File: config.mk
export PLATFORM = sky130hd
export DESIGN_NAME = sensor_frame_crc_decoder
export DESIGN_NICKNAME = d
export VERILOG_FILES = /design/src/rtl/sfcd_pkg.sv /design/src/rtl/sensor_frame_crc_decoder.sv /design/src/rtl/sfcd_front.sv /design/src/rtl/sfcd_queue.sv /design/src/rtl/sfcd_back.sv
export VERILOG_INCLUDE_DIRS = /design/src /design/src/rtl
export SDC_FILE = /design/constraint.sdc
export NUM_CORES = 1
export LEC_CHECK = 0
export BUFFER_PORTS_ARGS = -buffer_cell sky130_fd_sc_hd__buf_2
export CAP_MARGIN = 10
export CORE_UTILIZATION = 50
export CTS_BUF_LIST = sky130_fd_sc_hd__clkbuf_16
export DETAILED_ROUTE_END_ITERATION = 8
export PLACE_DENSITY = 0.7
export SYNTH_ARGS = -nofsm -noshare
export SYNTH_HDL_FRONTEND = slang
export SYNTH_SLANG_ARGS = --single-unit
File: constraint.sdc
create_clock -name clk -period 7.4 [get_ports clk]
set_input_delay 0.74 -clock clk [delete_from_list [all_inputs] [get_ports clk]]
set_output_delay 0.74 -clock clk [all_outputs]
set_load 0.01 [all_outputs]
File: src/rtl/sensor_frame_crc_decoder_defines.svh
// ----------------------------------------------------------------------------
// Sensor frame CRC decoder: assertion macros
// Shared concurrent assertion forms used by the decoder modules.
// ----------------------------------------------------------------------------
`ifndef SENSOR_FRAME_CRC_DECODER_DEFINES_SVH
`define SENSOR_FRAME_CRC_DECODER_DEFINES_SVH

// Same-cycle implication, disabled during reset.
`define SFCD_ASSERT_IMP(label, clk, rst_n, ante, cons, msg) \
    label: assert property (@(posedge clk) disable iff (!rst_n) (ante) |-> (cons)) \
        else $error(msg);

// Next-cycle implication, disabled during reset.
`define SFCD_ASSERT_NXT(label, clk, rst_n, ante, cons, msg) \
    label: assert property (@(posedge clk) disable iff (!rst_n) (ante) |=> (cons)) \
        else $error(msg);

`endif

File: src/rtl/sfcd_pkg.sv
// ----------------------------------------------------------------------------
// Sensor frame CRC decoder package
// Types, constants and the byte-wide CRC-8 function shared by the decoder.
// ----------------------------------------------------------------------------
package sfcd_pkg;

    localparam logic [7:0] CRC_INIT = 8'hFF;
    localparam logic [7:0] CRC_POLY = 8'h31;

    localparam logic [14:0] TEMP_SCALE  = 15'd17500;
    localparam logic [13:0] HUM_SCALE   = 14'd10000;
    localparam logic [15:0] TEMP_OFFSET = 16'd4500;
    localparam logic [16:0] FULL_SCALE  = 17'd65535;

    localparam logic [2:0] POS_T_MSB = 3'd0;
    localparam logic [2:0] POS_T_LSB = 3'd1;
    localparam logic [2:0] POS_T_CRC = 3'd2;
    localparam logic [2:0] POS_H_MSB = 3'd3;
    localparam logic [2:0] POS_H_LSB = 3'd4;
    localparam logic [2:0] POS_H_CRC = 3'd5;

    typedef enum logic [1:0] {
        ST_OK       = 2'd0,
        ST_TEMP_CRC = 2'd1,
        ST_HUM_CRC  = 2'd2
    } status_t;

    typedef struct packed {
        status_t     status;
        logic [15:0] raw_temperature;
        logic [15:0] raw_humidity;
    } frame_t;

    function automatic logic [7:0] crc8_byte(input logic [7:0] crc, input logic [7:0] b);
        logic [7:0] c;
        c = crc ^ b;
        for (int i = 0; i < 8; i++)
        begin
            if (c[7])
            begin
                c = {c[6:0], 1'b0} ^ CRC_POLY;
            end
            else
            begin
                c = {c[6:0], 1'b0};
            end
        end
        return c;
    endfunction

endpackage

File: src/rtl/sensor_frame_crc_decoder.sv
// ----------------------------------------------------------------------------
// Sensor frame CRC decoder
// Decodes six-byte temperature/humidity frames with CRC-8 checks into scaled
// readings.
//
// Channel   Dir  tdata (low bit up)                                    tuser
// s_axis    in   data_byte[7:0]                                        frame_start
// m_axis    out  status, temperature_centi, humidity_centi,            -
//                raw_temperature, raw_humidity, one zero pad bit
//
// One byte transaction is taken per cycle while the queue has room.
// The queue takes the record at the edge that accepts the sixth byte; from
// there the record passes through the multiply stage and then the output
// register, where the result is valid.
// A stalled output holds the back end; the queue lets the front end run on.
// Reset is asynchronous and clears all control state; no clearing pass.
// ----------------------------------------------------------------------------
module sensor_frame_crc_decoder
    import sfcd_pkg::*;
#(
    parameter int QUEUE_DEPTH = 4
)
(
    input  logic        clk,
    input  logic        rst_n,
    input  logic        s_axis_tvalid,
    output logic        s_axis_tready,
    input  logic [7:0]  s_axis_tdata,  // data_byte
    input  logic        s_axis_tuser,  // frame_start
    output logic        m_axis_tvalid,
    input  logic        m_axis_tready,
    output logic [63:0] m_axis_tdata   // status, temperature_centi, humidity_centi,
                                       // raw_temperature, raw_humidity, pad
);

    logic        accept, push, pop, empty, full;
    frame_t      entry, head;
    status_t     status;
    logic [14:0] temperature_centi;
    logic [13:0] humidity_centi;
    logic [15:0] raw_temperature, raw_humidity;

    assign s_axis_tready = !full;
    assign accept        = s_axis_tvalid && s_axis_tready;

    sfcd_front u_front (
        .clk         (clk),
        .rst_n       (rst_n),
        .accept      (accept),
        .data_byte   (s_axis_tdata),
        .frame_start (s_axis_tuser),
        .push        (push),
        .entry       (entry)
    );

    sfcd_queue #(
        .DEPTH (QUEUE_DEPTH)
    ) u_queue (
        .clk       (clk),
        .rst_n     (rst_n),
        .push      (push),
        .push_data (entry),
        .pop       (pop),
        .empty     (empty),
        .full      (full),
        .head      (head)
    );

    sfcd_back u_back (
        .clk               (clk),
        .rst_n             (rst_n),
        .empty             (empty),
        .head              (head),
        .pop               (pop),
        .out_valid         (m_axis_tvalid),
        .out_ready         (m_axis_tready),
        .status            (status),
        .temperature_centi (temperature_centi),
        .humidity_centi    (humidity_centi),
        .raw_temperature   (raw_temperature),
        .raw_humidity      (raw_humidity)
    );

    assign m_axis_tdata = {1'b0, raw_humidity, raw_temperature, humidity_centi,
                           temperature_centi, status};

endmodule

File: src/rtl/sfcd_front.sv
// ----------------------------------------------------------------------------
// Sensor frame CRC decoder: front end
// Tracks the byte position, runs the CRC and collects the raw words; pushes
// one classified frame record into the queue on the last byte.
// ----------------------------------------------------------------------------
module sfcd_front
    import sfcd_pkg::*;
(
    input  logic       clk,
    input  logic       rst_n,
    input  logic       accept,
    input  logic [7:0] data_byte,
    input  logic       frame_start,
    output logic       push,
    output frame_t     entry
);

    logic [2:0]  pos_reg, pos_next, pos_cur;
    logic [7:0]  crc_reg, crc_next;
    logic [15:0] temp_word_reg, temp_word_next;
    logic [15:0] hum_word_reg, hum_word_next;
    logic        temp_ok_reg, temp_ok_next;

    always_comb
    begin
        pos_cur = pos_reg;
        if (frame_start || pos_reg > POS_H_CRC)
        begin
            pos_cur = POS_T_MSB;
        end
    end

    always_comb
    begin
        crc_next       = crc_reg;
        temp_word_next = temp_word_reg;
        hum_word_next  = hum_word_reg;
        temp_ok_next   = temp_ok_reg;
        case (pos_cur)
            POS_T_MSB:
            begin
                temp_word_next = {data_byte, temp_word_reg[7:0]};
                crc_next       = crc8_byte(CRC_INIT, data_byte);
            end
            POS_T_LSB:
            begin
                temp_word_next = {temp_word_reg[15:8], data_byte};
                crc_next       = crc8_byte(crc_reg, data_byte);
            end
            POS_T_CRC:
            begin
                temp_ok_next = (crc_reg == data_byte);
                crc_next     = CRC_INIT;
            end
            POS_H_MSB:
            begin
                hum_word_next = {data_byte, hum_word_reg[7:0]};
                crc_next      = crc8_byte(CRC_INIT, data_byte);
            end
            POS_H_LSB:
            begin
                hum_word_next = {hum_word_reg[15:8], data_byte};
                crc_next      = crc8_byte(crc_reg, data_byte);
            end
            default:
            begin
                crc_next = CRC_INIT;
            end
        endcase
        pos_next = (pos_cur >= POS_H_CRC) ? POS_T_MSB : pos_cur + 3'd1;
    end

    always_comb
    begin
        push                  = accept && (pos_cur == POS_H_CRC);
        entry.raw_temperature = temp_word_reg;
        entry.raw_humidity    = hum_word_reg;
        if (!temp_ok_reg)
        begin
            entry.status = ST_TEMP_CRC;
        end
        else if (crc_reg != data_byte)
        begin
            entry.status = ST_HUM_CRC;
        end
        else
        begin
            entry.status = ST_OK;
        end
    end

    always_ff @(posedge clk or negedge rst_n)
    begin
        if (!rst_n)
        begin
            pos_reg       <= POS_T_MSB;
            crc_reg       <= CRC_INIT;
            temp_word_reg <= '0;
            hum_word_reg  <= '0;
            temp_ok_reg   <= 1'b0;
        end
        else if (accept)
        begin
            pos_reg       <= pos_next;
            crc_reg       <= crc_next;
            temp_word_reg <= temp_word_next;
            hum_word_reg  <= hum_word_next;
            temp_ok_reg   <= temp_ok_next;
        end
    end

endmodule

File: src/rtl/sfcd_queue.sv
// ----------------------------------------------------------------------------
// Sensor frame CRC decoder: frame queue
// Small FIFO of frame records between the front end and the back end.
// ----------------------------------------------------------------------------
`include "sensor_frame_crc_decoder_defines.svh"

module sfcd_queue
    import sfcd_pkg::*;
#(
    parameter int DEPTH = 4
)
(
    input  logic   clk,
    input  logic   rst_n,
    input  logic   push,
    input  frame_t push_data,
    input  logic   pop,
    output logic   empty,
    output logic   full,
    output frame_t head
);

    localparam int PW = (DEPTH > 1) ? $clog2(DEPTH) : 1;
    localparam int CW = $clog2(DEPTH + 1);
    localparam logic [PW-1:0] LAST = PW'(DEPTH - 1);
    localparam logic [CW-1:0] FULL_COUNT = CW'(DEPTH);

    frame_t          mem [DEPTH];
    logic [PW-1:0]   wr_ptr_reg, rd_ptr_reg;
    logic [CW-1:0]   count_reg;
    logic            do_push, do_pop;

    assign empty   = (count_reg == '0);
    assign full    = (count_reg == FULL_COUNT);
    assign do_push = push && !full;
    assign do_pop  = pop && !empty;
    assign head    = mem[rd_ptr_reg];

    always_ff @(posedge clk)
    begin
        if (do_push)
        begin
            mem[wr_ptr_reg] <= push_data;
        end
    end

    always_ff @(posedge clk or negedge rst_n)
    begin
        if (!rst_n)
        begin
            wr_ptr_reg <= '0;
            rd_ptr_reg <= '0;
            count_reg  <= '0;
        end
        else
        begin
            if (do_push)
            begin
                wr_ptr_reg <= (wr_ptr_reg == LAST) ? '0 : wr_ptr_reg + PW'(1);
            end
            if (do_pop)
            begin
                rd_ptr_reg <= (rd_ptr_reg == LAST) ? '0 : rd_ptr_reg + PW'(1);
            end
            if (do_push && !do_pop)
            begin
                count_reg <= count_reg + CW'(1);
            end
            else if (do_pop && !do_push)
            begin
                count_reg <= count_reg - CW'(1);
            end
        end
    end

    `SFCD_ASSERT_IMP(a_count_bound, clk, rst_n, 1'b1, count_reg <= FULL_COUNT, "queue overfilled")
    `SFCD_ASSERT_NXT(a_count_up, clk, rst_n, do_push && !do_pop, count_reg == $past(count_reg) + CW'(1), "queue count did not grow")
    `SFCD_ASSERT_NXT(a_count_down, clk, rst_n, do_pop && !do_push, count_reg == $past(count_reg) - CW'(1), "queue count did not shrink")

endmodule

File: src/rtl/sfcd_back.sv
// ----------------------------------------------------------------------------
// Sensor frame CRC decoder: back end
// Scales the raw words in two stages (constant multiply, then divide by the
// full-scale value with a single correction) and holds the result for output.
// ----------------------------------------------------------------------------
`include "sensor_frame_crc_decoder_defines.svh"

module sfcd_back
    import sfcd_pkg::*;
(
    input  logic        clk,
    input  logic        rst_n,
    input  logic        empty,
    input  frame_t      head,
    output logic        pop,
    output logic        out_valid,
    input  logic        out_ready,
    output status_t     status,
    output logic [14:0] temperature_centi,
    output logic [13:0] humidity_centi,
    output logic [15:0] raw_temperature,
    output logic [15:0] raw_humidity
);

    logic        s1_valid_reg;
    frame_t      s1_frame_reg;
    logic [30:0] s1_temp_prod_reg;
    logic [29:0] s1_hum_prod_reg;

    logic        out_valid_reg;
    frame_t      out_frame_reg;
    logic [14:0] out_temp_reg, out_temp_next;
    logic [13:0] out_hum_reg, out_hum_next;

    logic        adv_out, adv_s1;
    logic [16:0] temp_sum, hum_sum;
    logic [14:0] temp_q;
    logic [13:0] hum_q;
    logic [15:0] temp_signed;

    assign adv_out = !out_valid_reg || out_ready;
    assign adv_s1  = !s1_valid_reg || adv_out;
    assign pop     = !empty && adv_s1;

    always_comb
    begin
        temp_sum    = {2'b0, s1_temp_prod_reg[30:16]} + {1'b0, s1_temp_prod_reg[15:0]};
        hum_sum     = {3'b0, s1_hum_prod_reg[29:16]} + {1'b0, s1_hum_prod_reg[15:0]};
        temp_q      = s1_temp_prod_reg[30:16] + 15'(temp_sum >= FULL_SCALE);
        hum_q       = s1_hum_prod_reg[29:16] + 14'(hum_sum >= FULL_SCALE);
        temp_signed = {1'b0, temp_q} - TEMP_OFFSET;
        if (s1_frame_reg.status == ST_OK)
        begin
            out_temp_next = temp_signed[14:0];
            out_hum_next  = hum_q;
        end
        else
        begin
            out_temp_next = '0;
            out_hum_next  = '0;
        end
    end

    always_ff @(posedge clk)
    begin
        if (adv_s1)
        begin
            s1_frame_reg     <= head;
            s1_temp_prod_reg <= TEMP_SCALE * head.raw_temperature;
            s1_hum_prod_reg  <= HUM_SCALE * head.raw_humidity;
        end
        if (adv_out)
        begin
            out_frame_reg <= s1_frame_reg;
            out_temp_reg  <= out_temp_next;
            out_hum_reg   <= out_hum_next;
        end
    end

    always_ff @(posedge clk or negedge rst_n)
    begin
        if (!rst_n)
        begin
            s1_valid_reg  <= 1'b0;
            out_valid_reg <= 1'b0;
        end
        else
        begin
            if (adv_s1)
            begin
                s1_valid_reg <= !empty;
            end
            if (adv_out)
            begin
                out_valid_reg <= s1_valid_reg;
            end
        end
    end

    assign out_valid         = out_valid_reg;
    assign status            = out_frame_reg.status;
    assign temperature_centi = out_temp_reg;
    assign humidity_centi    = out_hum_reg;
    assign raw_temperature   = out_frame_reg.raw_temperature;
    assign raw_humidity      = out_frame_reg.raw_humidity;

    `SFCD_ASSERT_IMP(a_err_zero, clk, rst_n, out_valid_reg && out_frame_reg.status != ST_OK, out_temp_reg == '0 && out_hum_reg == '0, "error result carries nonzero values")
    `SFCD_ASSERT_IMP(a_hum_range, clk, rst_n, out_valid_reg, out_hum_reg <= 14'd10000, "humidity above full scale")
    `SFCD_ASSERT_NXT(a_s1_hold, clk, rst_n, s1_valid_reg && !adv_out, s1_valid_reg, "stage one lost a record while stalled")

endmodule
==> results of run 1 <==
==> layer usage <==
layer / share of wire / up-vias / GRT usage
met5: 0 / - / 0
met4: 0.018 / 0 / 0.05709
met3: 0.034 / 51 / 0.02494
met2: 0.49 / 194 / 0.3310
met1: 0.46 / 5659 / 0.2593
li1: - / 5638 / -
==> through the flow <==
stage	instances	utilization	area (µm²)	worst slack (ns)	hold slack (ns)
4_1_cts	2163	0.5680	22160	1.086	0.3089
3_5_place_dp	2093	0.5355	20890	1.129	0.4045
5_1_grt	2163	0.5680	22160	0.6388	0.3427
3_3_place_gp	2093	0.5355	20890	1.260	0.4047
2_1_floorplan	1519	-	19910	1.718	0.4003
6_report	2163	0.5680	22160	1.138	0.3104
==> cells by family after synthesis <==
family,Yosys count
buffers and inverters,269
adder cells (fa/ha/maj),289
flip-flops,336
AO/OA/AOI/OAI,210
other,1
AND/OR/NAND/NOR,244
XOR/XNOR,98
multiplexers,72
==> worst min-delay path by stage <==
stage                                           start                                   end  slack (ns)  cells after the start
floorplan           u_back.s1_frame_reg[10]$_DFFE_PN_     u_back.raw_humidity[10]$_DFFE_PP_        0.40                      0
global placement    u_back.s1_frame_reg[17]$_DFFE_PN_   u_back.raw_temperature[1]$_DFFE_PP_        0.40                      0
detailed placement  u_back.s1_frame_reg[13]$_DFFE_PN_     u_back.raw_humidity[13]$_DFFE_PP_        0.40                      0
CTS                                             rst_n  u_front.hum_word_reg[12]$_DFFE_PN0P_        0.31                      2
global route                                    rst_n  u_front.hum_word_reg[12]$_DFFE_PN0P_        0.34                      2
finish                                          rst_n  u_front.hum_word_reg[12]$_DFFE_PN0P_        0.31                      2
==> critical path: cells and delay by family (launching register included) <==
| family | cells | cell delay [ns] |
|---|---|---|
| compound gates | 5 | 1.14 |
| fa+ha+maj | 6 | 2.33 |
| buf+inv | 5 | 0.76 |
| flops | 1 | 0.98 |
| mux | 1 | 0.57 |
| simple gates | 2 | 0.25 |
==> cell type report <==
class,instances,share of cell area
multi-input cells,914,0.4085
well taps,518,0.02925
clock inverters,32,0.01429
clock buffers,38,0.04292
inverters,238,0.04032
flip-flops and latches,336,0.4439
repair buffers,87,0.02078
==> synth_stat cells (15+ instances only) <==
cell type    n
nand2_1     36
a21oi_1     53
fa_1        83
a21o_1      22
inv_1      237
xor2_1      32
mux2_2      36
o21ai_0     32
mux4_2      34
nor2_1      64
nand4_1     15
xnor2_1     61
clkbuf_1    17
nand3_1     40
dfrtp_1     45
edfxtp_1   283
and2_1      15
ha_1       206
nor3_1      17
==> run metrics, run 1 <==
Initial Util=0.5105; crit path kind=reg -> reg; largest net degree at the start of global routing=75; largest family of logic cells by synthesized area=adder cells; Routed Antenna Nets=0; complex-gate fraction of the synthesized area=0.07308; leading cell type in the layout, fill and taps excluded=edfxtp_1; crit path to=u_back.s1_hum_prod_reg[28]$_DFFE_PN_; Worst R2R Start=u_queue.rd_ptr_reg[0]$_DFFE_PN0P_; synth warn=0; Reg2Reg Setup Slack=around 1.1 ns; Yosys top cell area share=0.4268; Pre-antenna DRT Iters=5; Register Area=just under 10000 µm²; critical-path cell list=buf_4 > mux4_2 > inv_1 > fa_1 > inv_1 > ha_1 > fa_1 > ha_1 > inv_1 > fa_1 > inv_1 > ha_1 > o21a_1 > o21ai_1 > nor2_1 > o21ai_1 > nand3_1 > a2111o_1 > o311ai_0; post-synthesis sequential area ratio=0.4939; Num CTS Buffers=38; Total GRT Usage=0.1939; RSZ-0062 raised after global routing=false; area delta synth->final=11.27%; Die Ht=201.6 µm; R2R Path End=u_back.s1_hum_prod_reg[28]$_DFFE_PN_; Tightest Hold Check Type=in -> async; worst-case reg-to-reg path depth=19; critical path fanouts, max=28; I/O pin cnt=79; hold buffers post-CTS=0; leading area contributor after synthesis=edfxtp_1; Arr. time, crit path=6.61 ns; Post-synth EDFFs=283; final hold violation count=0; Synth Flop Type=edfxtp_1; most frequent cells in the layout=edfxtp_1, inv_1, ha_1, fa_1, buf_2; Synthesized Nets=between 1500 and 2000; Port Buffers=77; post-synthesis adder-cell area fraction=0.2129; initial antenna violation count=0; Final GP Congestion=0.8578; final net count=1917; drt wl/cell=17.63 µm; routed vias/inst=5.336; Final Setup Violations=0; DR iter-0 viols=around 500; Worst Skew=roughly 0.030 ns; Max Cap Viol=0; synthesized flop and latch total=336; crit-path max cell delay=0.98 ns; Die Area=40630 µm²; FMAX=0.1597 GHz; run status=finished clean; crit path from=u_queue.rd_ptr_reg[0]$_DFFE_PN0P_; clk_lat worst skew=about 0.56 ns; Unique masters post-synth=between 80 and 90; CP Capture Type=register; Synth Area in Simple Gates=0.06271; final max-slew violation count=0; gr ovfl total=0; Post-CTS Setup Inserts=0; # fillers=3130; first-pass GRT wire length=62190 µm; WL final=38140 µm; Synth Area in XOR/XNOR=0.04555; layout cells sized above 1=0.1532; most frequent cell on the critical path=inv_1; Slowest-stage cell, CP=dfrtp_2; Async S/R FF share, synth=0.1577; Mapped Area=19910 µm²; # rows=slightly above 70; count of clock tree sinks=336; fin crit share=0.8463; Antenna Cells=0; Post-Route Setup TNS=0 ns; CTS root buf=clkbuf_16; post-route DRC violation count=0; area of the multi-input gates=about 9000 µm²; most area-consuming cells after synthesis=edfxtp_1, ha_1, fa_1; number of global-route vias before repair=12040; DP HPWL=27950 µm; htree depth=2; syn avg cell area=13.11 µm²; core area=39010 µm²; clock slew at reported path FFs=around 0.060 ns; mux cell area share after synthesis=0.05982; CTS resizes=0; Horiz. Die Dim=201.6 µm; Mapped Cells=1519; max reg flops=roughly 140; vias=11540; slew margin rel.=0.3445; min Tclk post-route=6.262 ns; TritonCTS clock tree=done; Critical Path RT=7.75 ns; Tightest Pin Transition=0.9832 ns; clock tree buffer depth=3; critical path launch point type=register
Power of run 1 is left out: the tool's default activity adds up to more than one toggle a clock period on the data nets, which glitch-free logic cannot reach.
==> run 2: changes to the inputs <==
==> constraint.sdc (replaced) <==
create_clock -name clk -period 6.5 [get_ports clk]
set_input_delay 0.65 -clock clk [delete_from_list [all_inputs] [get_ports clk]]
set_output_delay 0.65 -clock clk [all_outputs]
set_load 0.01 [all_outputs]
==> run 2 against run 1 <==
Routed wire length down 1.3%. Sequential cell count unchanged. Setup slack got worse by 0.46 ns. Critical path type unchanged.
==> run metrics, run 2 (synthesized netlist as in run 1, its figures left out) <==
drt wl/cell=17.41 µm (-1.2%); clk_lat worst skew=0.56 ns (about the same); Port Buffers=77 (unchanged); area delta synth->final=11.57%; DP HPWL=27390 µm (-2.0%); Die Area=40630 µm² (unchanged); critical-path cell list=buf_12 > mux4_2 > inv_1 > fa_1 > inv_1 > ha_1 > fa_1 > ha_1 > inv_1 > fa_1 > inv_1 > ha_1 > o21a_1 > o21ai_1 > nor2_1 > o21ai_1 > nand3_1 > a2111o_1 > o311ai_0; run status=finished clean; Routed Antenna Nets=0 (unchanged); Horiz. Die Dim=201.6 µm (unchanged); largest net degree at the start of global routing=77 (+2.7%); Pre-antenna DRT Iters=5 (unchanged); initial antenna violation count=0 (unchanged); DR iter-0 viols=851 (+71%); GRT met1 Usage=0.2723 (+0.01303); count of clock tree sinks=336 (unchanged); Slowest-stage cell, CP=mux4_2; critical path fanouts, max=29 (+3.6%); CP Capture Type=register; R2R Path End=u_back.s1_hum_prod_reg[28]$_DFFE_PN_; Max Cap Viol=0 (unchanged); CTS resizes=0 (unchanged); Total GRT Usage=0.1942 (+0.0003009); clock tree buffer depth=3 (unchanged); Hold Slack=0.2126 ns (-0.09773 ns); leading cell type in the layout, fill and taps excluded=edfxtp_1; clock slew at reported path FFs=0.06 ns (about the same); htree depth=2 (unchanged); dpl ws=0.6346 ns (-0.4941 ns); most frequent cells in the layout=edfxtp_1, inv_1, ha_1, fa_1, buf_2; Final Setup Violations=0 (unchanged); Arr. time, crit path=6.18 ns (-0.43 ns); max reg flops=136 (unchanged); TritonCTS clock tree=done; Tightest Hold Check Type=in -> async; Reg2Reg Setup Slack=0.67 ns (-0.46 ns); final net count=1916 (-0.052%); Worst R2R Start=u_queue.rd_ptr_reg[0]$_DFFE_PN0P_; first-pass GRT wire length=62140 µm (about the same); # rows=72 (unchanged); number of global-route vias before repair=11760 (-2.3%); hold buffers post-CTS=0 (unchanged); Post-Route Setup TNS=0 ns (unchanged); fin crit share=0.8962 (+0.04995); # fillers=3105 (-0.80%); final core occ=0.5696 (+0.001540); slew margin rel.=0.3348 (-0.009724); vias=11510 (-0.25%); post-route DRC violation count=0 (unchanged); GR peak layer=met2; most frequent cell on the critical path=inv_1; Worst Skew=0.01727 ns (-0.01282 ns); WL final=37630 µm (-1.3%); fin worst setup slack=0.6747 ns (-0.4630 ns); Die Ht=201.6 µm (unchanged); gr ovfl total=0 (unchanged); min Tclk post-route=5.825 ns (-0.4370 ns); final hold violation count=0 (unchanged); met2 Resource Use GR=0.3131 (-0.01798); Post-CTS Setup Inserts=0 (unchanged); worst-case reg-to-reg path depth=19 (unchanged); crit path from=u_queue.rd_ptr_reg[0]$_DFFE_PN0P_; core area=39010 µm² (unchanged); Final GP Congestion=0.9003 (+5.0%); Num CTS Buffers=38 (unchanged); layout cells sized above 1=0.1503 (-0.002857); RSZ-0062 raised after global routing=false; Tightest Pin Transition=0.9978 ns (+0.01459 ns); FMAX=0.1717 GHz (+7.5%); met3 Resource Use GR=0.02867 (+0.003725); routed vias/inst=5.328 (-0.16%); critical path launch point type=register; crit-path max cell delay=0.58 ns (-0.40 ns); CTS root buf=clkbuf_16; Antenna Cells=0 (unchanged); I/O pin cnt=79 (unchanged); Initial Util=0.5105 (unchanged); crit path kind=reg -> reg; Critical Path RT=6.85 ns (-0.90 ns); final max-slew violation count=0 (unchanged)
[run 2: changes by cell type in the layout (fill, tap and decap cells not counted), sizes merged]
cell	change
buf	-1
bufinv	+2
clkinv	+1
clkinvlp	-2
inv	-2
[run 2: area by class of cell]
cell class / count / area (µm²) / share of cell area
clock inverter: 31 / 359.1 / 0.01616
inverter: 238 / 893.4 / 0.04021
sequential: 336 / 9836 / 0.4427
clock buffer: 38 / 950.9 / 0.04280
timing repair buffer: 86 / 478.0 / 0.02151
multi-input combinational: 914 / 9052 / 0.4074
tap: 518 / 648.1 / 0.02917
[run 2: worst max path at each step]
stage	endpoint	slack [ns]
3_3_place_gp	u_back.s1_hum_prod_reg[28]$_DFFE_PN_	0.70
6_report	u_back.s1_hum_prod_reg[28]$_DFFE_PN_	0.67
3_5_place_dp	u_back.s1_hum_prod_reg[28]$_DFFE_PN_	0.63
4_1_cts	u_back.s1_hum_prod_reg[28]$_DFFE_PN_	0.61
5_1_grt	u_back.s1_hum_prod_reg[28]$_DFFE_PN_	0.35
2_1_floorplan	u_back.s1_temp_prod_reg[30]$_DFFE_PN_	0.82
[run 2: per-layer routing]
metal,wire length [µm],share of wire,vias to the layer above
met2,17470,0.46,237
met3,1492,0.040,55
met5,0,0,-
li1,-,-,5630
met4,831,0.022,0
met1,17840,0.47,5591
[run 2: critical path, delay by kind of cell, from the launching register on]
family	cells	cell delay, ns
compound gates	5	1.11
fa+ha+maj	6	2.37
flops	1	0.56
simple gates	2	0.26
buf+inv	5	0.74
mux	1	0.58
[run 2: stage by stage]
stage,cell area (µm²),cells
4_1_cts,22220,2161
3_3_place_gp,20910,2092
6_report,22220,2161
3_5_place_dp,20910,2092
2_1_floorplan,19910,1519
5_1_grt,22220,2161
Power of run 2 is left out for the same reason.
==> run 3: changes to the inputs <==
--- a/config.mk
+++ b/config.mk
@@ -11,7 +11,7 @@
 export CORE_UTILIZATION = 50
 export CTS_BUF_LIST = sky130_fd_sc_hd__clkbuf_16
 export DETAILED_ROUTE_END_ITERATION = 8
-export PLACE_DENSITY = 0.7
+export PLACE_DENSITY = 0.72
 export SYNTH_ARGS = -nofsm -noshare
 export SYNTH_HDL_FRONTEND = slang
 export SYNTH_SLANG_ARGS = --single-unit
==> constraint.sdc (replaced) <==
create_clock -name clk -period 5.2 [get_ports clk]
set_input_delay 0.52 -clock clk [delete_from_list [all_inputs] [get_ports clk]]
set_output_delay 0.52 -clock clk [all_outputs]
set_load 0.01 [all_outputs]
==> run 3 against run 2 <==
The run now ends with negative setup slack left. Critical endpoint is now u_back.s1_temp_prod_reg[30]$_DFFE_PN_. Sequential cell count did not move. Non-clock buffer count up 159. Clock skew fell by 0.00077 ns. First-iteration DRC count is 33% lower. Register-to-register slack worse by 0.76 ns. Highest routed layer unchanged.
==> run metrics, run 3 (synthesized netlist as in run 1, its figures left out) <==
CTS root buf=clkbuf_16; routed vias/inst=5.304 (-0.44%); htree depth=2 (unchanged); count of clock tree sinks=336 (unchanged); TritonCTS clock tree=done; run status=finished, violations left; Final Setup Violations=5 (+5); largest net degree at the start of global routing=54 (-30%); Die Area=40630 µm² (unchanged); DP HPWL=29720 µm (+8.5%); Worst Skew=0.01649 ns (-0.0007742 ns); CP Capture Type=register; Max Cap Viol=0 (unchanged); clock tree buffer depth=3 (unchanged); final instance area=24300 µm² (+9.4%); crit path to=u_back.s1_temp_prod_reg[30]$_DFFE_PN_; WL final=41940 µm (+11%); crit path kind=reg -> reg; gr ovfl total=0 (unchanged); Tightest Hold Check Type=in -> async; most frequent cells in the layout=edfxtp_1, inv_1, ha_1, buf_4, fa_1; # rows=72 (unchanged); Critical Path RT=5.49 ns (-1.36 ns); crit path from=u_queue.rd_ptr_reg[0]$_DFFE_PN0P_; initial antenna violation count=0 (unchanged); layout cells sized above 1=0.2911 (+0.1408); fin crit share=1.017 (+0.1207); Port Buffers=77 (unchanged); Die Ht=201.6 µm (unchanged); Arr. time, crit path=5.58 ns (-0.60 ns); Horiz. Die Dim=201.6 µm (unchanged); Tightest Pin Transition=0.9129 ns (-0.08489 ns); # fillers=2855 (-8.1%); failing checks=negative setup slack; first-pass GRT wire length=65470 µm (+5.4%); slew margin rel.=0.3877 (+0.05292); Routed Antenna Nets=0 (unchanged); Reg2Reg Setup Slack=-0.09 ns (-0.76 ns); RSZ-0062 raised after global routing=true; number of global-route vias before repair=12510 (+6.4%); drt wl/cell=18.09 µm (+3.9%); leading cell type in the layout, fill and taps excluded=edfxtp_1; Total GRT Usage=0.2036 (+0.009420); DR iter-0 viols=573 (-33%); max reg flops=136 (unchanged); Final GP Congestion=0.8765 (-2.6%); final net count=2074 (+8.2%); final hold violation count=0 (unchanged); Pre-antenna DRT Iters=5 (unchanged); Num CTS Buffers=37 (-2.6%); critical path fanouts, max=4 (-86%); FMAX=0.1891 GHz (+10%); vias=12300 (+6.8%); critical path launch point type=register; placed cell areas=21980 µm² (+5.1%); Worst R2R Start=u_queue.rd_ptr_reg[0]$_DFFE_PN0P_; R2R Path End=u_back.s1_temp_prod_reg[30]$_DFFE_PN_; I/O pin cnt=79 (unchanged); hold buffers post-CTS=0 (unchanged); core area=39010 µm² (unchanged); post-route DRC violation count=0 (unchanged); fin worst setup slack=-0.08808 ns (-0.7627 ns); Initial Util=0.5105 (unchanged); clk_lat worst skew=0.54 ns (-0.02 ns); final max-slew violation count=0 (unchanged); worst-case reg-to-reg path depth=18 (-1); clock slew at reported path FFs=0.06 ns (about the same); min Tclk post-route=5.288 ns (-0.5373 ns); Antenna Cells=0 (unchanged); area delta synth->final=22.04%
-- run 3: cell types whose count changed in the layout (fill, tap and decap cells not counted), moves of 6 or more --
cell      delta
a21oi_1      -8
a21oi_2      +6
buf_4      +145
buf_6        +8
clkinv_2     -6
ha_1        -44
ha_4        +40
inv_1       -28
inv_2       +26
inv_4        +6
o21ai_0      -9
o21ai_2      +9
-- run 3: critical path: stages, from the launching register on --
cell      delay (ns)
dfrtp_2         0.42
buf_12          0.13
buf_4           0.11
mux4_2          0.60
ha_4            0.28
fa_1            0.52
ha_4            0.21
fa_1            0.48
inv_1           0.06
fa_1            0.52
inv_1           0.06
ha_4            0.24
and4_4          0.20
a21o_1          0.20
a221oi_4        0.33
or2_1           0.16
a21o_1          0.16
nand3b_1        0.08
a211o_1         0.27
-- run 3: worst min-delay path by stage --
stage,start,end,slack [ns],cells past startpoint
2_1_floorplan,rst_n,u_back.out_valid$_DFFE_PN0P_,0.22,0
3_3_place_gp,u_back.s1_frame_reg[13]$_DFFE_PN_,u_back.raw_humidity[13]$_DFFE_PP_,0.40,0
3_5_place_dp,u_back.s1_frame_reg[12]$_DFFE_PN_,u_back.raw_humidity[12]$_DFFE_PP_,0.40,0
4_1_cts,rst_n,u_front.hum_word_reg[8]$_DFFE_PN0P_,0.11,2
5_1_grt,rst_n,u_front.hum_word_reg[8]$_DFFE_PN0P_,0.15,2
6_report,rst_n,u_front.hum_word_reg[8]$_DFFE_PN0P_,0.1,2
-- run 3: through the flow --
stage               utilization  worst slack, ns  std cells  hold slack (ns)  setup TNS (ns)
floorplan                     -         0.004489       1519           0.2244               0
global placement         0.5634          -0.1088       2216           0.4034         -0.3624
detailed placement       0.5634          -0.1805       2216           0.4045          -1.201
CTS                      0.6014         -0.05935       2291           0.1054         -0.1815
global route             0.6230          -0.2219       2318           0.1488          -1.828
finish                   0.6230         -0.08808       2318          0.09585         -0.2811
-- run 3: metal layers --
| metal | global-route usage | part of all wire |
|---|---|---|
| met1 | 0.2771 | 0.46 |
| met2 | 0.3424 | 0.49 |
| met3 | 0.03142 | 0.035 |
| met4 | 0.05087 | 0.020 |
| met5 | 0 | 0 |
-- run 3: cell type report --
class | count | area [µm²] | area share
Timing Repair Buffer | 245 | 1782 | 0.07332
Tap cell | 518 | 648.1 | 0.02667
Sequential cell | 336 | 9836 | 0.4047
Clock inverter | 28 | 321.6 | 0.01323
Clock buffer | 39 | 975.9 | 0.04016
Multi-Input combinational cell | 914 | 9832 | 0.4046
Inverter | 238 | 905.9 | 0.03728
-- run 3: repair_timing --
item                       4_1_cts  5_1_grt
setup buffers                    8       29
pin swaps                       24       69
setup endpoints to repair       18       28
resized for setup               21      123
cloned                           0        1
Power of run 3 is left out for the same reason.
